**src/rtl/ims_pkg.sv**
```systemverilog
// ims_pkg: shared sizes, types and codes for the interleaved multi-stack core.
// No dependencies; imported by ims_store and interleaved_multi_stack_core.

package ims_pkg;

  // Stack organization
  localparam int unsigned NumStacks = 8;
  localparam int unsigned Depth     = 16;
  localparam int unsigned Entries   = NumStacks * Depth;

  // Fixed port field widths
  localparam int unsigned DataW    = 32;
  localparam int unsigned SidPortW = 4;
  localparam int unsigned SpcPortW = 5;
  localparam int unsigned LenPortW = 5;
  localparam int unsigned UsePortW = 4;

  // Derived internal widths
  localparam int unsigned AddrW = (Entries > 1) ? $clog2(Entries) : 1;
  localparam int unsigned StkW  = (NumStacks > 1) ? $clog2(NumStacks) : 1;
  localparam int unsigned LenW  = $clog2(Depth + 1);
  localparam int unsigned UseW  = $clog2(NumStacks + 1);
  localparam int unsigned SumW  = ((LenW > SpcPortW) ? LenW : SpcPortW) + 1;

  typedef logic [DataW-1:0] data_t;
  typedef logic [AddrW-1:0] addr_t;
  typedef logic [StkW-1:0]  stk_t;
  typedef logic [LenW-1:0]  len_t;
  typedef logic [UseW-1:0]  use_t;

  typedef enum logic [1:0] {
    MODE_PUSH   = 2'd0,
    MODE_POP    = 2'd1,
    MODE_PEEK   = 2'd2,
    MODE_STATUS = 2'd3
  } mode_e;

  typedef enum logic [1:0] {
    ST_OK       = 2'd0,
    ST_NO_STACK = 2'd1,
    ST_EMPTY    = 2'd2,
    ST_FULL     = 2'd3
  } status_e;

endpackage

```
**src/rtl/ims_store.sv**
```systemverilog
// ims_store: item store shared by all stacks, one write and one read port,
// registered read data. Depends on ims_pkg.

module ims_store
  import ims_pkg::*;
(
  input  logic  clk_i,
  input  logic  we_i,
  input  addr_t waddr_i,
  input  data_t wdata_i,
  input  logic  re_i,
  input  addr_t raddr_i,
  output data_t rdata_o
);

  data_t mem_q [Entries];
  data_t rdata_q;

  always_ff @(posedge clk_i) begin
    if (we_i) begin
      mem_q[waddr_i] <= wdata_i;
    end
  end

  always_ff @(posedge clk_i) begin
    if (re_i) begin
      rdata_q <= mem_q[raddr_i];
    end
  end

  assign rdata_o = rdata_q;

endmodule

```
**src/rtl/interleaved_multi_stack_core.sv**
```systemverilog
// interleaved_multi_stack_core: NumStacks stacks interleaved in one item store.
// Depends on ims_pkg and ims_store.
//
//  channel   | handshake            | payload
//  ----------+----------------------+---------------------------------------------
//  request   | start_i / busy_o     | mode_i, stack_id_i, push_value_i, space_count_i
//  result    | done_o (1-cycle)     | status_o, read_value_o, stack_length_o,
//            |                      | space_ok_o, stacks_in_use_o
//
// One request per cycle; busy_o stays low. The result strobes in the cycle after
// the request beat, a delay set by the store's registered read port.
// Lengths and the in-use count update at the request beat, so a following
// request sees them at once; store reads and writes never touch the same
// beat, so no forwarding is needed. Reset clears all lengths immediately;
// there is no clearing pass. The receiver cannot stall results.

module interleaved_multi_stack_core
  import ims_pkg::*;
(
  input  logic                clk_i,
  input  logic                rst_ni,
  input  logic                start_i,
  output logic                busy_o,
  input  logic [1:0]          mode_i,
  input  logic [SidPortW-1:0] stack_id_i,
  input  logic signed [DataW-1:0] push_value_i,
  input  logic [SpcPortW-1:0] space_count_i,
  output logic                done_o,
  output logic [1:0]          status_o,
  output logic signed [DataW-1:0] read_value_o,
  output logic [LenPortW-1:0] stack_length_o,
  output logic                space_ok_o,
  output logic [UsePortW-1:0] stacks_in_use_o
);

  len_t    len_q [NumStacks];
  use_t    inuse_q, inuse_d;
  logic    done_q;
  logic    rd_q;
  status_e status_q, status_d;
  len_t    len_out_q, len_new;
  logic    space_q, space_d;

  logic    accept, sid_ok, wr_en, rd_en, len_we;
  stk_t    sidx;
  len_t    len_cur, len_m1;
  addr_t   wr_addr, rd_addr;
  data_t   rdata;
  logic [SumW-1:0] room_sum;

  assign busy_o = 1'b0;
  assign accept = start_i && !busy_o;

  assign sid_ok  = ({1'b0, stack_id_i} < (SidPortW + 1)'(NumStacks));
  assign sidx    = stk_t'(stack_id_i);
  assign len_cur = sid_ok ? len_q[sidx] : '0;
  assign len_m1  = len_cur - len_t'(1);

  // entry i of stack n sits at i*NumStacks + n
  assign wr_addr = addr_t'(len_cur) * addr_t'(NumStacks) + addr_t'(sidx);
  assign rd_addr = addr_t'(len_m1) * addr_t'(NumStacks) + addr_t'(sidx);

  always_comb begin
    status_d = ST_OK;
    len_new  = len_cur;
    inuse_d  = inuse_q;
    wr_en    = 1'b0;
    rd_en    = 1'b0;
    len_we   = 1'b0;
    if (!sid_ok) begin
      status_d = ST_NO_STACK;
    end else begin
      case (mode_e'(mode_i))
        MODE_PUSH: begin
          if (len_cur == len_t'(Depth)) begin
            status_d = ST_FULL;
          end else begin
            wr_en   = 1'b1;
            len_we  = 1'b1;
            len_new = len_cur + len_t'(1);
            if (len_cur == '0) begin
              inuse_d = inuse_q + use_t'(1);
            end
          end
        end
        MODE_POP: begin
          if (len_cur == '0) begin
            status_d = ST_EMPTY;
          end else begin
            rd_en   = 1'b1;
            len_we  = 1'b1;
            len_new = len_m1;
            if (len_m1 == '0) begin
              inuse_d = inuse_q - use_t'(1);
            end
          end
        end
        MODE_PEEK: begin
          if (len_cur == '0) begin
            status_d = ST_EMPTY;
          end else begin
            rd_en = 1'b1;
          end
        end
        MODE_STATUS: begin
          status_d = ST_OK;
        end
        default: begin
          status_d = ST_OK;
        end
      endcase
    end
  end

  assign room_sum = SumW'(len_new) + SumW'(space_count_i);
  assign space_d  = sid_ok && (room_sum <= SumW'(Depth));

  ims_store u_store (
    .clk_i   (clk_i),
    .we_i    (accept && wr_en),
    .waddr_i (wr_addr),
    .wdata_i (data_t'(push_value_i)),
    .re_i    (accept && rd_en),
    .raddr_i (rd_addr),
    .rdata_o (rdata)
  );

  always_ff @(posedge clk_i or negedge rst_ni) begin
    if (!rst_ni) begin
      for (int i = 0; i < NumStacks; i++) begin
        len_q[i] <= '0;
      end
      inuse_q <= '0;
      done_q  <= 1'b0;
    end else begin
      done_q <= accept;
      if (accept) begin
        inuse_q <= inuse_d;
        if (len_we) begin
          len_q[sidx] <= len_new;
        end
      end
    end
  end

  // result payload, only meaningful while done_o is high
  always_ff @(posedge clk_i) begin
    if (accept) begin
      status_q  <= status_d;
      len_out_q <= len_new;
      space_q   <= space_d;
      rd_q      <= rd_en;
    end
  end

  assign done_o          = done_q;
  assign status_o        = status_q;
  assign read_value_o    = rd_q ? $signed(rdata) : '0;
  assign stack_length_o  = LenPortW'(len_out_q);
  assign space_ok_o      = space_q;
  assign stacks_in_use_o = UsePortW'(inuse_q);

endmodule

```
**config.mk**
```make
export PLATFORM = sky130hd
export DESIGN_NAME = interleaved_multi_stack_core
export DESIGN_NICKNAME = d
export VERILOG_FILES = /design/src/rtl/ims_pkg.sv /design/src/rtl/ims_store.sv /design/src/rtl/interleaved_multi_stack_core.sv
export SDC_FILE = /design/constraint.sdc
export NUM_CORES = 2
export LEC_CHECK = 0
export BUFFER_PORTS_ARGS = -buffer_cell sky130_fd_sc_hd__buf_2
export CAP_MARGIN = 10
export CORE_AREA = 2 2 636 638
export DETAILED_ROUTE_END_ITERATION = 10
export DIE_AREA = 0 0 638 640
export GPL_TIMING_DRIVEN = 0
export PLACE_DENSITY_LB_ADDON = 0.2
export REMOVE_ABC_BUFFERS = 1
export SLEW_MARGIN = 10
export SYNTH_ARGS = -nofsm -noshare
export SYNTH_HDL_FRONTEND = slang
export SYNTH_HIERARCHICAL = 1
export SYNTH_SLANG_ARGS = --single-unit
```
**constraint.sdc**
```tcl
create_clock -name clk_i -period 15.6 [get_ports clk_i]
set_input_delay 2.34 -clock clk_i [delete_from_list [all_inputs] [get_ports clk_i]]
set_output_delay 2.34 -clock clk_i [all_outputs]
set_load 0.05 [all_outputs]
```
==> impl_metrics.json <==
{
  "status": "complete, no violations",
  "synthFlopType": "edfxtp_1",
  "netlist_area_mm2": 0.160,
  "yosysUniqueCellTypes": 55,
  "dieHeight_um": 640,
  "routabilityCongestion": 0.761,
  "postRouteAntennaNets": 0,
  "tns_ps": 0,
  "cp-start-kind": "input pin",
  "grt_pass1_wl_um": 560000,
  "cts_setup_buffers": 0,
  "slew_headroom": 0.219,
  "grt_setup_unrepaired": "false",
  "final_nets": 6800,
  "clkTransAtPathRegs_ps": 60,
  "portBuffers": 90,
  "yosysTopAreaCell": "edfxtp_1",
  "fp.dieW_um": 638,
  "cp.arrival_ps": 9350,
  "synth_edf_count": 4137,
  "routed_via_density": 5.67,
  "slew_viol_final": 0,
  "dieArea_mm2": 0.408,
  "hold_viol": 0,
  "cap_violations": 0,
  "cts_buffer_depth": 4,
  "critPathMaxFanout": 59,
  "ys_top_cells_by_area": "edfxtp_1 78%, mux4_2 19%, dfrtp_1 0.70%",
  "cts_buffers": 418,
  "vias": 70600,
  "numClockSinks": 4182,
  "grt_max_degree": 123,
  "cts-resized-gates": 0,
  "peakVddDrop_mv": 0.0942,
  "insertion_delay_ps": 960,
  "htree_levels": 5,
  "drt_iter0_markers": 8028,
  "routedWlPerCell_um": 32.1,
  "dp.cells": 11600,
  "fin_skew_ps": 29.6,
  "max_freq_mhz": 115,
  "drc": 0,
  "worst_slew_pin_slew_ps": 1170,
  "synth_top_area_share": 0.776,
  "period_minus_slack_ps": 8720,
  "yosysMostFrequentCell": "edfxtp_1",
  "grt_pass1_vias": 72700,
  "clockRootBuffer": "clkbuf_16",
  "drt-total-wl_um": 400000,
  "fillerInstances": 32300,
  "regToRegSetupSlack_ps": 9590,
  "p_total_mw": 23.4,
  "critPathCaptureType": "flip-flop",
  "start_util": 0.399,
  "hp-class": "flip-flop to flip-flop",
  "io_pins": 92,
  "cts_tree": "done",
  "setup_violations": 0,
  "p_leak_nw": 57.3,
  "grt.overflow.total": 0,
  "rows": 233,
  "areaGrowthSynthToFinish_pct": 16.5,
  "grt_util_all_layers": 0.195,
  "path_class": "input pin to flip-flop",
  "synthArstFlopShare": 0.0108,
  "hold_buffers": 0,
  "antenna_found_initial": 49,
  "power_density_mw_per_mm2": 126,
  "first_pass_iters": 5,
  "seq_area_frac_synth": 0.783,
  "synth_commonest_cells": "4137 x edfxtp_1, 1354 x mux4_2, 194 x clkbuf_1, 132 x nor2_1, 81 x buf_2",
  "syn-instance-count": 6280,
  "synth-seq-cells": 4182,
  "drive_above_1_share": 0.358,
  "min_period_over_period": 0.559,
  "yosys_warnings": 6,
  "worstPathRequired_ps": 16230,
  "hpwl_um": 251000,
  "core_area_mm2": 0.401,
  "syn-mean-instance-area_um2": 25.5,
  "fin_cells": 12500
}
layout by cell type (no fill, tap or decap), types with 5 or more instances in the layout:
cell type   count
xor2_1          5
clkinv_2       85
a21oi_1         7
nor3_2          9
bufinv_16      37
inv_6          11
nor2b_1         9
nor2_4        119
buf_16        131
dfrtp_1        45
clkinvlp_4     13
diode_2        73
nor4_4          6
buf_2          55
buf_12        110
nor2_1         12
xnor2_1         5
and2_1         33
o21ai_0         6
ha_1           12
mux4_2       1354
nand3_1        11
buf_6          15
nand2_1        19
clkbuf_1       91
mux2_2         73
nand3_2         5
buf_4          60
edfxtp_1     4137
clkbuf_16     425
nor3_1          7
inv_1          12
nand2b_1        5
clkinv_1      101
per-layer routing:
layer | up-vias | global-route usage | share of wire
met4 | 2 | 0.0512 | 0.024
met2 | 2204 | 0.325 | 0.50
met3 | 453 | 0.0313 | 0.062
met1 | 39400 | 0.267 | 0.41
li1 | 28600 | - | -
met5 | - | 0 | 0.000025
critical path: stages:
cell and delay [ps]:
buf_8 110, buf_16 330, buf_16 420, buf_16 430
mux4_2 340, mux2i_1 200, or2_4 430, ha_1 530
nand3_2 290, o31ai_2 100, nor2_1 720, nor2b_1 490
nand3_2 930, nor2_4 1050, buf_12 280
through the flow:
| stage | setup slack, ps | hold slack (ps) | instance area [um^2] | util |
|---|---|---|---|---|
| finish | 6880 | 482 | 186000 | 0.464 |
| CTS | 6990 | 492 | 186000 | 0.464 |
| floorplan | 4230 | 475 | 159000 | - |
| global placement | -69790 | 463 | 166000 | 0.413 |
| global route | 6630 | 498 | 186000 | 0.464 |
| detailed placement | 5950 | 472 | 173000 | 0.431 |
flip-flops by register name, summed over array words and instances, names as in the netlist:
| register | cells |
|---|---|
| stacks_in_use_o | 4 |
| u_store/rdata_o | 32 |
| len_q | 40 |
| stack_length_o | 5 |
| status_o | 2 |
| space_ok_o | 1 |
| u_store/mem_q | 4096 |
| done_o | 1 |
| rd_q | 1 |
cell type report:
type | instances | area, um^2 | area share
repair buffers | 374 | 6750 | 0.0362
diodes | 73 | 183 | 0.000980
inverters | 15 | 66.3 | 0.000356
clock buffers | 516 | 11000 | 0.0589
flip-flops and latches | 4182 | 125000 | 0.672
clock inverters | 254 | 2240 | 0.0120
well taps | 5287 | 6620 | 0.0355
multi-input cells | 1749 | 34300 | 0.184
cell families after synthesis:
| kind of cell | share of synthesized area |
|---|---|
| flops | 0.783 |
| mux | 0.196 |
| buf+inv | 0.00910 |
| simple gates | 0.00804 |
| compound gates | 0.00150 |
| fa+ha+maj | 0.00119 |
| xor+xnor | 0.000602 |
| other cells | 0.0000234 |
report_power, final:
group,internal (mW),switching (mW)
clock network,5.59,4.17
logic,0.490,0.770
registers,12.4,0.00733
total,18.4,4.95
final timing paths:
| kind | startpoint | to | cells after the start |
|---|---|---|---|
| worst max-delay path | stack_id_i[1] | u_store/mem_q[22][29] | 15 |
| worst min-delay path | stacks_in_use_o[3] | stacks_in_use_o[3] | 1 |
| worst max register to register | len_q[30] | u_store/mem_q[22][29] | 11 |
| worst min register to register | stacks_in_use_o[3] | stacks_in_use_o[3] | 1 |
| max in group asynchronous | rst_ni | len_q[33] | 1 |
| min in group asynchronous | rst_ni | stacks_in_use_o[3] | 1 |
No activity file was read; power rests on OpenSTA's default activity.
